===== src/rtnh_pkg.sv =====
// ============================================================================
// rtnh_pkg - route table next hop resolver shared definitions
// Request and result transaction types, request codes and status codes.
// ============================================================================
`default_nettype none

package rtnh_pkg;

	localparam int ENTRIES_DEF   = 32;
	localparam int ADDR_BITS_DEF = 32;
	localparam int MAX_HOPS_DEF  = 32;
	localparam int QUEUE_DEPTH   = 2;

	localparam logic [2:0] REQ_INSERT  = 3'd0;
	localparam logic [2:0] REQ_REMOVE  = 3'd1;
	localparam logic [2:0] REQ_LOOKUP  = 3'd2;
	localparam logic [2:0] REQ_RESOLVE = 3'd3;
	localparam logic [2:0] REQ_CLEAR   = 3'd4;

	localparam logic [1:0] ST_OK        = 2'd0;
	localparam logic [1:0] ST_NOT_FOUND = 2'd1;
	localparam logic [1:0] ST_FULL      = 2'd2;
	localparam logic [1:0] ST_HOP_LIMIT = 2'd3;

	typedef enum logic [2:0] {
		OP_INSERT,
		OP_REMOVE,
		OP_LOOKUP,
		OP_RESOLVE,
		OP_CLEAR,
		OP_NOP
	} op_t;

	typedef struct packed {
		logic [2:0]  req_type;
		logic [31:0] route_dest;
		logic [31:0] route_next;
		logic [31:0] route_iface;
		logic [7:0]  hop_distance;
		logic [3:0]  iface_index;
	} in_t;

	typedef struct packed {
		logic [1:0]  status;
		logic [31:0] found_dest;
		logic [31:0] found_next;
		logic [31:0] found_iface;
		logic [7:0]  found_distance;
		logic [3:0]  found_index;
		logic [5:0]  entry_count;
	} out_t;

	typedef struct packed {
		op_t op;
		in_t req;
	} q_item_t;

endpackage

`default_nettype wire


===== src/route_table_next_hop_resolver.sv =====
// ============================================================================
// route_table_next_hop_resolver - exact match route table with resolve
// Top level: request intake, queue and table engine.
// ============================================================================
// Each request transaction is decoded and queued by the front end, then run
// by the engine one at a time. Insert, remove, clear and unknown requests
// take the engine steps pop, key match over all slots and update; lookup
// adds the registered payload memory read. Resolve repeats the key
// match and the payload memory read for each link followed, up to MAX_HOPS
// links. The two-deep queue keeps taking requests while a result waits in
// the output register. No clearing pass is needed after reset: slot valid
// bits reset at once.
// ============================================================================
`default_nettype none

module route_table_next_hop_resolver #(
	parameter int ENTRIES   = rtnh_pkg::ENTRIES_DEF,
	parameter int ADDR_BITS = rtnh_pkg::ADDR_BITS_DEF,
	parameter int MAX_HOPS  = rtnh_pkg::MAX_HOPS_DEF
) (
	input  wire logic           clk,
	input  wire logic           arst_n,
	input  wire logic           in_valid,
	output logic                in_stall,
	input  wire rtnh_pkg::in_t  in_data,
	output logic                out_valid,
	input  wire logic           out_stall,
	output rtnh_pkg::out_t      out_data
);

	logic              q_valid;
	logic              q_pop;
	rtnh_pkg::q_item_t q_item;

	// decode and buffer requests
	rtnh_front u_front (
		.clk      (clk),
		.arst_n   (arst_n),
		.in_valid (in_valid),
		.in_stall (in_stall),
		.in_data  (in_data),
		.q_valid  (q_valid),
		.q_item   (q_item),
		.q_pop    (q_pop)
	);

	// table engine with result register
	rtnh_back #(
		.ENTRIES   (ENTRIES),
		.ADDR_BITS (ADDR_BITS),
		.MAX_HOPS  (MAX_HOPS)
	) u_back (
		.clk       (clk),
		.arst_n    (arst_n),
		.q_valid   (q_valid),
		.q_item    (q_item),
		.q_pop     (q_pop),
		.out_valid (out_valid),
		.out_stall (out_stall),
		.out_data  (out_data)
	);

endmodule

`default_nettype wire


===== src/rtnh_front.sv =====
// ============================================================================
// rtnh_front - request intake
// Accepts request transactions, decodes the request type and queues them.
// ============================================================================
`default_nettype none

module rtnh_front (
	input  wire logic            clk,
	input  wire logic            arst_n,
	input  wire logic            in_valid,
	output logic                 in_stall,
	input  wire rtnh_pkg::in_t   in_data,
	output logic                 q_valid,
	output rtnh_pkg::q_item_t    q_item,
	input  wire logic            q_pop
);

	localparam int DEPTH = rtnh_pkg::QUEUE_DEPTH;
	localparam int PTR_W = (DEPTH > 1) ? $clog2(DEPTH) : 1;
	localparam int CNT_W = $clog2(DEPTH + 1);

	rtnh_pkg::q_item_t     fifo_q [DEPTH];
	logic [PTR_W-1:0]      wr_ptr_q;
	logic [PTR_W-1:0]      rd_ptr_q;
	logic [CNT_W-1:0]      cnt_q;
	rtnh_pkg::op_t         op;
	logic                  push;

	always_comb begin
		unique case (in_data.req_type)
			rtnh_pkg::REQ_INSERT:  op = rtnh_pkg::OP_INSERT;
			rtnh_pkg::REQ_REMOVE:  op = rtnh_pkg::OP_REMOVE;
			rtnh_pkg::REQ_LOOKUP:  op = rtnh_pkg::OP_LOOKUP;
			rtnh_pkg::REQ_RESOLVE: op = rtnh_pkg::OP_RESOLVE;
			rtnh_pkg::REQ_CLEAR:   op = rtnh_pkg::OP_CLEAR;
			default:               op = rtnh_pkg::OP_NOP;
		endcase
	end

	assign in_stall = (cnt_q == CNT_W'(DEPTH));
	assign push     = in_valid && !in_stall;
	assign q_valid  = (cnt_q != '0);
	assign q_item   = fifo_q[rd_ptr_q];

	always_ff @(posedge clk) begin
		if (push) begin
			fifo_q[wr_ptr_q] <= '{op: op, req: in_data};
		end
	end

	always_ff @(posedge clk or negedge arst_n) begin
		if (!arst_n) begin
			wr_ptr_q <= '0;
			rd_ptr_q <= '0;
			cnt_q    <= '0;
		end else begin
			if (push) begin
				wr_ptr_q <= (wr_ptr_q == PTR_W'(DEPTH - 1)) ? '0 : wr_ptr_q + 1'b1;
			end
			if (q_pop) begin
				rd_ptr_q <= (rd_ptr_q == PTR_W'(DEPTH - 1)) ? '0 : rd_ptr_q + 1'b1;
			end
			if (push && !q_pop) begin
				cnt_q <= cnt_q + 1'b1;
			end else if (!push && q_pop) begin
				cnt_q <= cnt_q - 1'b1;
			end
		end
	end

endmodule

`default_nettype wire


===== src/rtnh_back.sv =====
// ============================================================================
// rtnh_back - route table engine
// Parallel key match, payload memory, resolve chase and result register.
// ============================================================================
`default_nettype none

module rtnh_back #(
	parameter int ENTRIES   = rtnh_pkg::ENTRIES_DEF,
	parameter int ADDR_BITS = rtnh_pkg::ADDR_BITS_DEF,
	parameter int MAX_HOPS  = rtnh_pkg::MAX_HOPS_DEF
) (
	input  wire logic              clk,
	input  wire logic              arst_n,
	input  wire logic              q_valid,
	input  wire rtnh_pkg::q_item_t q_item,
	output logic                   q_pop,
	output logic                   out_valid,
	input  wire logic              out_stall,
	output rtnh_pkg::out_t         out_data
);

	localparam int IDX_W = $clog2(ENTRIES);
	localparam int CNT_W = $clog2(ENTRIES + 1);
	localparam int HOP_W = $clog2(MAX_HOPS + 1);

	typedef struct packed {
		logic [ADDR_BITS-1:0] next_hop;
		logic [ADDR_BITS-1:0] iface;
		logic [7:0]           distance;
		logic [3:0]           index;
	} slot_t;

	typedef enum logic [1:0] {S_IDLE, S_SEARCH, S_ACT, S_READ} state_t;

	slot_t                mem [ENTRIES];
	logic [ADDR_BITS-1:0] key_tab_q [ENTRIES];
	slot_t                rd_q;
	logic [ENTRIES-1:0]   valid_q;
	logic [CNT_W-1:0]     cnt_q;
	state_t               state_q;
	rtnh_pkg::q_item_t    item_q;
	logic [ADDR_BITS-1:0] key_q;
	logic [HOP_W-1:0]     hops_q;
	logic                 hit_q, free_q;
	logic [IDX_W-1:0]     hit_idx_q, free_idx_q;
	logic                 out_valid_q;
	rtnh_pkg::out_t       out_q;

	logic                 hit, free;
	logic [IDX_W-1:0]     hit_idx, free_idx;
	logic                 mem_we, mem_re;
	logic [IDX_W-1:0]     mem_waddr;
	slot_t                mem_wdata;
	slot_t                ins_slot;

	// lowest matching and lowest free slot
	always_comb begin
		hit      = 1'b0;
		hit_idx  = '0;
		free     = 1'b0;
		free_idx = '0;
		for (int i = ENTRIES - 1; i >= 0; i--) begin
			if (valid_q[i] && key_tab_q[i] == key_q) begin
				hit     = 1'b1;
				hit_idx = IDX_W'(i);
			end
			if (!valid_q[i]) begin
				free     = 1'b1;
				free_idx = IDX_W'(i);
			end
		end
	end

	assign ins_slot.next_hop = ADDR_BITS'(item_q.req.route_next);
	assign ins_slot.iface    = ADDR_BITS'(item_q.req.route_iface);
	assign ins_slot.distance = item_q.req.hop_distance;
	assign ins_slot.index    = item_q.req.iface_index;

	assign mem_we    = (state_q == S_ACT) && (item_q.op == rtnh_pkg::OP_INSERT)
		&& (hit_q || free_q);
	assign mem_waddr = hit_q ? hit_idx_q : free_idx_q;
	assign mem_wdata = ins_slot;
	assign mem_re    = (state_q == S_ACT) && hit_q
		&& (item_q.op == rtnh_pkg::OP_LOOKUP || item_q.op == rtnh_pkg::OP_RESOLVE);

	assign q_pop     = (state_q == S_IDLE) && q_valid && (!out_valid_q || !out_stall);
	assign out_valid = out_valid_q;
	assign out_data  = out_q;

	always_ff @(posedge clk) begin
		if (mem_we) begin
			mem[mem_waddr]       <= mem_wdata;
			key_tab_q[mem_waddr] <= key_q;
		end
		if (mem_re) begin
			rd_q <= mem[hit_idx_q];
		end
	end

	always_ff @(posedge clk or negedge arst_n) begin
		if (!arst_n) begin
			state_q     <= S_IDLE;
			valid_q     <= '0;
			cnt_q       <= '0;
			out_valid_q <= 1'b0;
			out_q       <= '0;
			item_q      <= '0;
			key_q       <= '0;
			hops_q      <= '0;
			hit_q       <= 1'b0;
			free_q      <= 1'b0;
			hit_idx_q   <= '0;
			free_idx_q  <= '0;
		end else begin
			if (out_valid_q && !out_stall) begin
				out_valid_q <= 1'b0;
			end
			unique case (state_q)
				S_IDLE: begin
					if (q_pop) begin
						item_q  <= q_item;
						key_q   <= ADDR_BITS'(q_item.req.route_dest);
						hops_q  <= '0;
						state_q <= S_SEARCH;
					end
				end
				S_SEARCH: begin
					hit_q      <= hit;
					hit_idx_q  <= hit_idx;
					free_q     <= free;
					free_idx_q <= free_idx;
					state_q    <= S_ACT;
				end
				S_ACT: begin
					out_q.status      <= rtnh_pkg::ST_OK;
					out_q.found_dest  <= '0;
					out_q.found_next  <= '0;
					out_q.found_iface <= '0;
					out_q.found_distance <= '0;
					out_q.found_index <= '0;
					out_q.entry_count <= 6'(cnt_q);
					state_q           <= S_IDLE;
					out_valid_q       <= 1'b1;
					unique case (item_q.op)
						rtnh_pkg::OP_INSERT: begin
							if (hit_q || free_q) begin
								out_q.found_dest     <= 32'(key_q);
								out_q.found_next     <= 32'(ins_slot.next_hop);
								out_q.found_iface    <= 32'(ins_slot.iface);
								out_q.found_distance <= ins_slot.distance;
								out_q.found_index    <= ins_slot.index;
							end else begin
								out_q.status <= rtnh_pkg::ST_FULL;
							end
							if (!hit_q && free_q) begin
								valid_q[free_idx_q] <= 1'b1;
								cnt_q               <= cnt_q + 1'b1;
								out_q.entry_count   <= 6'(cnt_q + 1'b1);
							end
						end
						rtnh_pkg::OP_REMOVE: begin
							if (hit_q) begin
								valid_q[hit_idx_q] <= 1'b0;
								cnt_q              <= cnt_q - 1'b1;
								out_q.entry_count  <= 6'(cnt_q - 1'b1);
							end else begin
								out_q.status <= rtnh_pkg::ST_NOT_FOUND;
							end
						end
						rtnh_pkg::OP_LOOKUP, rtnh_pkg::OP_RESOLVE: begin
							if (hit_q) begin
								out_valid_q <= 1'b0;
								state_q     <= S_READ;
							end else begin
								out_q.status <= rtnh_pkg::ST_NOT_FOUND;
							end
						end
						rtnh_pkg::OP_CLEAR: begin
							valid_q           <= '0;
							cnt_q             <= '0;
							out_q.entry_count <= '0;
						end
						default: begin
						end
					endcase
				end
				S_READ: begin
					// slot dest equals key_q on every hit
					if (item_q.op == rtnh_pkg::OP_RESOLVE && rd_q.next_hop != key_q
						&& hops_q != HOP_W'(MAX_HOPS)) begin
						key_q   <= rd_q.next_hop;
						hops_q  <= hops_q + 1'b1;
						state_q <= S_SEARCH;
					end else begin
						if (item_q.op == rtnh_pkg::OP_RESOLVE && rd_q.next_hop != key_q) begin
							out_q.status <= rtnh_pkg::ST_HOP_LIMIT;
						end else begin
							out_q.found_dest     <= 32'(key_q);
							out_q.found_next     <= 32'(rd_q.next_hop);
							out_q.found_iface    <= 32'(rd_q.iface);
							out_q.found_distance <= rd_q.distance;
							out_q.found_index    <= rd_q.index;
						end
						out_valid_q <= 1'b1;
						state_q     <= S_IDLE;
					end
				end
				default: state_q <= S_IDLE;
			endcase
		end
	end

endmodule

`default_nettype wire


===== config.mk =====
export PLATFORM = sky130hd
export DESIGN_NAME = route_table_next_hop_resolver
export DESIGN_NICKNAME = d
export VERILOG_FILES = /design/src/rtnh_pkg.sv /design/src/route_table_next_hop_resolver.sv /design/src/rtnh_front.sv /design/src/rtnh_back.sv
export SDC_FILE = /design/constraint.sdc
export NUM_CORES = 2
export LEC_CHECK = 0
export BUFFER_PORTS_ARGS = -buffer_cell sky130_fd_sc_hd__clkbuf_2
export CORE_MARGIN = 4
export CORE_UTILIZATION = 40
export DETAILED_ROUTE_END_ITERATION = 7
export PLACE_DENSITY = 0.54
export SLEW_MARGIN = 15
export SYNTH_ARGS = -nofsm -noshare
export SYNTH_HDL_FRONTEND = slang
export SYNTH_SLANG_ARGS = --single-unit

===== constraint.sdc =====
create_clock -name clk -period 8.01 [get_ports clk]
set_input_delay 2.0025 -clock clk [delete_from_list [all_inputs] [get_ports clk]]
set_output_delay 2.0025 -clock clk [all_outputs]
set_load 0.02 [all_outputs]

After elaboration in Yosys (flattened, before gate mapping)
Memory sizes are Yosys's and may differ from the RTL's. A register that Yosys moved wholly into a read port is not among the register bits.
Index checks and enable logic that the tools add are counted.
- register bits after elaboration: 284
- memory bits (writable): 3684
- bits of input ports: 115
- output and inout bits: 118
- word-level logic and storage cells: 338
- memories kept: 3
- memory list (name ; words ; bits a word ; rd ports ; clocked after Yosys merged registers in ; write ports ; line ; source):
    u_back.mem ; 32 ; 76 ; 1 ; 1 ; 1 ; rtnh_back.sv:35 ; slot_t mem [ENTRIES];
    u_back.key_tab_q ; 32 ; 32 ; 32 ; 0 ; 1 ; rtnh_back.sv:36 ; logic [ADDR_BITS-1:0] key_tab_q [ENTRIES];
    u_front.fifo_q ; 2 ; 114 ; 1 ; 0 ; 1 ; rtnh_front.sv:22 ; rtnh_pkg::q_item_t fifo_q [DEPTH];
- $add $sub $neg: 7
- order comparisons: 4
- equality and inequality tests: 53
- multiplexer cells: 173
- bitwise logic cells: 3
- reductions and logical operators: 71
- operator list (operator ; count):
    $eq A32 B32 Y1 ; 32
    $mux W5 ; 65
    $mux W108 ; 3
    $pmux W110 S2 ; 1
    $mux W32 ; 4
    $mux W110 ; 1
    $pmux W32 S3 ; 1
    $mux W1 ; 78
    $pmux W32 S2 ; 1
    $logic_and A1 B1 Y1 ; 47
    $and A32 B32 Y32 ; 1
    $ne A32 B32 Y1 ; 1
    $not A32 Y32 ; 1
    $or A32 B32 Y32 ; 1
    $mux W6 ; 4
    $pmux W6 S3 ; 1
    $pmux W3 S5 ; 1
    $mux W2 ; 7
    $add A6 B1 Y6 const B ; 2
    $eq A3 B2 Y1 const B ; 4
    $lt A5 B6 Y1 const B ; 2
    $pmux W6 S2 ; 1
    $demux W1 S5 ; 2
    $ge A5 B1 Y1 const B ; 2
    25 further kinds ; 48

Logic depth before layout (Yosys ltp)
An unclocked memory read counts as a cell.
- depth after elaboration: 35
- mapped depth: 14
- mapped depth without buffers: 12

By module
A second synthesis with hierarchy kept.
- cells, all modules: 8380
- area total of the unflattened synthesis: 159294.0 um^2
- modules (own cells, without submodules) (module ; instances ; cells an instance ; area each (um^2) ; sequential area each (um^2)):
    rtnh_back ; 1 ; 8003 ; 150652.0 ; 113068.4
    rtnh_front ; 1 ; 377 ; 8642.0 ; 6946.7

Worst setup path after synthesis
No wires, ideal clock.
- kind: input to register
- from: in in_valid
- to: mem u_front.fifo_q[0][0] (netlist name), enable pin
- library setup time: 582 ps
- arrival time: 6708 ps
- data required time: 7428 ps
- path slack: 720 ps
- stages: 2
- buffers on the path: 0
- path through: nand2_1 nor2_1
- longest elaborated chain between the ends: 3
- RTL lines (element ; line ; source):
    from (decl) ; route_table_next_hop_resolver.sv:23 ; input wire logic in_valid,
    $logic_and A1 B1 Y1 ; rtnh_front.sv:41 ; assign push = in_valid && !in_stall;
    $mux W1 ; rtnh_front.sv:46 ; if (push) begin
    $mux W1 (implied by the code) ; rtnh_front.sv:47 ; fifo_q[wr_ptr_q] <= '{op: op, req: in_data};
    to (decl) ; rtnh_front.sv:22 ;
No other way between the ends.

Final worst setup path
- from: reg u_back.item_q[112] (netlist name)
- to: mem u_back.mem[0][56] (netlist name), enable pin
- longest elaborated chain between the ends: 5
- RTL lines (element ; line ; source):
    from (decl) ; rtnh_back.sv:41 ; rtnh_pkg::q_item_t item_q;
    from (signal assigned) ; rtnh_back.sv:121 ; item_q <= q_item;
    $logic_not A3 Y1 ; rtnh_back.sv:79 ; assign mem_we = (state_q == S_ACT) && (item_q.op == rtnh_pkg::OP_INSERT)
    $logic_and A1 B1 Y1 ; rtnh_back.sv:79 ;
    $logic_and A1 B1 Y1 ; rtnh_back.sv:80 ; && (hit_q || free_q);
    $mux W1 ; rtnh_back.sv:91 ; if (mem_we) begin
    $mux W1 (implied by the code) ; rtnh_back.sv:92 ; mem[mem_waddr] <= mem_wdata;
    to (decl) ; rtnh_back.sv:35 ;
No other way between the ends.

==> results.ini <==
[setup_path]
worstPathRequired_ns=8.60
crit_arrival_ns=5.36
critPathMaxFanout=51
r2r_setup_slack_ns=3.24
worstSetupPathType=flop to flop
start_kind=flop
reg2reg_to=u_back.mem[0][56]$_DFFE_PP_
end_kind=flop
r2r_cells=7
timing.rr.start=u_back.item_q[112]$_DFFE_PN0P_

[placement]
place.gp.congestion=0.854
portBuffers=232
hpwl_um=263000

[sta]
clock_skew_ns=0.106
fin_crit_sh_pct=59.6
worst_hold_slack_ns=0.473
rsz0062_at_grt=false
finalHoldViolations=0
setup_tns_ns=0
finalCriticalPeriod_ns=4.77
tightest_slew_ns=1.22
slew_viol_final=0
final-setup-viol-count=0
max_clock_freq_mhz=210
slew-limit-headroom_pct=18.8

[floorplanning]
coreArea_sq_um=396000
row_count=231
fp.dieH_um=639
die_w_um=639
die-area_sq_um=408000
start_util_pct=40.2
num_io_pins=233

[pwr]
pwr-share-clk_pct=32.6
finalPower_mw=60.2
power_frac_comb_pct=19.6
p_int_mw=41.0
p_per_area_nw_per_um2=331
p_sw_mw=19.2
leakage_nw=58.3
peakVddDrop_mv=0.325
sw_frac_of_total_pct=31.8
seqPwrFrac_pct=47.8

[clocking]
clock_latency_ns=1.01
clk_pin_slew_worst_paths_ns=0.06
postCtsResizedCells=0
post_cts_buffers=0
cts.path.max_buffers=4
holdBufCountCts=0
numClockSinks=4038
htreeDepth=5
cts_tree=yes
root_buffer=clkbuf_16
cts_buffers=427

[routing]
avgViaCountPerCell=5.78
vias=85300
drtIter0Drc=9421
wl_per_cell_um=32.1
remaining_drc_errors=0
wirelength_um=474000
drtPass1Iterations=6
postRouteAntennaNets=0

[job]
max_cap_viol_count=0

[global_routing]
grt_remaining_overflow=0
antenna_found_initial=13
track_usage_pct=22.8
grt_pass1_vias=86200
grt_first_pass_wirelength_um=666000
grt_max_degree=163

[yosys]
synth_area_leader_cell=edfxtp_1
synth_top_area_share_pct=70.8
ys.warnings.count=0
syn_inst=8690
synthFlopType=edfxtp_1
synth_edf_count=3754
synth_most_common_cell=edfxtp_1
syn_avg_cell_area_sq_um=18.3
yosys-top-cells-area=edfxtp_1 (71%), mux4_2 (8.6%), dfrtp_1 (4.5%)
synth-seq-cells=4038
syn_nets=8817
synthDistinctLibCells=70
async_flop_share_pct=7.03
ys_seq_area_share_pct=75.2
synth_common_cells=edfxtp_1 (3754), xor2_1 (645), mux4_2 (608)
netlist_area_sq_um=159000

[outcome]
status=complete, no violations

[final_layout]
drive_gt1_share_pct=19.0
final_nets=9264
area_growth_pct=14.3

[worst_hold_path]
min_path_cells=2
hold_end=u_back.out_data[92]$_DFFE_PN0P_
hold_path.class=flop to flop
hp-start=u_back.out_data[92]$_DFFE_PN0P_

[metal layers]
metal | global-route usage, % | routed length (um) | vias to the layer above
met2 | 37.8 | 231000 | 3395
met5 | 0 | 27 | -
met3 | 3.04 | 30800 | 720
met1 | 31.3 | 196000 | 45600
met4 | 7.41 | 16700 | 4
li1 | - | - | 35600
[area by class of cell]
cell class                      count  area [sq um]
Sequential cell                  4038        120000
Clock buffer                      578         11800
Timing Repair Buffer              467          3640
Inverter                           43           166
Fill cell                       33600        214000
Clock inverter                    219          2120
Antenna cell                        5          12.5
Tap cell                         5242          6560
Multi-Input combinational cell   4160         37800
[logic make-up (layout without fill, tap and decap cells)]
family / count (synthesis) / after routing / synth area share, %
mux: 723 / 723 / 9.32
compound gates: 824 / 824 / 3.21
flops: 4038 / 4038 / 75.2
fa+ha+maj: 12 / 12 / 0.0990
other cells: 0 / 5 / 0
buf+inv: 492 / 1307 / 1.26
simple gates: 1552 / 1552 / 5.10
xor+xnor: 1049 / 1049 / 5.77
[how the worst max path moves through the flow]
stage / from / end / slack, ns / cells past startpoint
global placement: u_back.item_q[112]$_DFFE_PN0P_ / u_back.mem[7][20]$_DFFE_PP_ / 3.05 / 8
global route: u_back.key_q[23]$_DFFE_PN0P_ / u_back.hit_idx_q[0]$_DFFE_PN0N_ / 3.04 / 12
detailed placement: u_back.item_q[112]$_DFFE_PN0P_ / u_back.mem[7][8]$_DFFE_PP_ / 3.04 / 8
CTS: u_back.item_q[112]$_DFFE_PN0P_ / u_back.mem[7][1]$_DFFE_PP_ / 3.01 / 8
floorplan: in_valid / u_front.fifo_q[0][0]$_DFFE_PP_ / 0.72 / 2
finish: u_back.item_q[112]$_DFFE_PN0P_ / u_back.mem[0][56]$_DFFE_PP_ / 3.24 / 7
[sequential cells by signal, summed over array words and instances, names as in the netlist, 2 cells and up]
| name | count |
|---|---|
| u_back.cnt_q | 6 |
| u_back.ins_slot | 76 |
| u_back.rd_q | 76 |
| u_back.free_idx_q | 5 |
| u_back.hit_idx_q | 5 |
| u_back.out_data | 110 |
| u_back.item_q | 3 |
| u_back.hops_q | 6 |
| u_back.key_tab_q | 1024 |
| u_back.state_q | 2 |
| u_back.key_q | 32 |
| u_back.mem | 2432 |
| u_front.fifo_q | 222 |
| u_back.valid_q | 32 |
| u_front.cnt_q | 2 |
[worst max-delay path, stage by stage (launching register included)]
cell     delay, ns
dfrtp_1       0.45
nor2_1        0.30
o21ai_0       0.22
nor2_4        0.76
and3_1        0.29
nand2_1       0.44
nor2_4        0.94
buf_4         0.93
[power by group through the flow]
stage	Sequential [mW]	Combinational [mW]	Clock, mW
2_1_floorplan	29.0	5.98	0
3_3_place_gp	29.1	11.8	0
3_5_place_dp	29.2	11.9	0
4_1_cts	28.8	12.0	20.0
5_1_grt	28.9	12.7	20.9
6_report	28.8	11.8	19.6
[layout by cell type, fill, tap and decap left out, drive strengths merged, types with 56 or more instances in the layout]
master and instances:
nor3 61, o21ai 283, mux2i 114, xor2 645, nand2 472, a21oi 154
clkinv 164, edfxtp 3754, buf 236, dfrtp 284, inv 56, nor2 194
mux4 608, nand4 265, xnor2 404, nor4 269, nand3 96, clkbuf 809
a22oi 304
[through the flow]
stage	setup slack (ns)	cell area, sq um	cells	utilization (%)
2_1_floorplan	0.720	159000	8690	-
5_1_grt	3.04	182000	14700	45.9
6_report	3.24	182000	14800	45.9
3_5_place_dp	3.04	168000	13900	42.4
3_3_place_gp	3.05	168000	13900	42.4
4_1_cts	3.01	182000	14700	45.9
(Power assumes the default switching activity.)
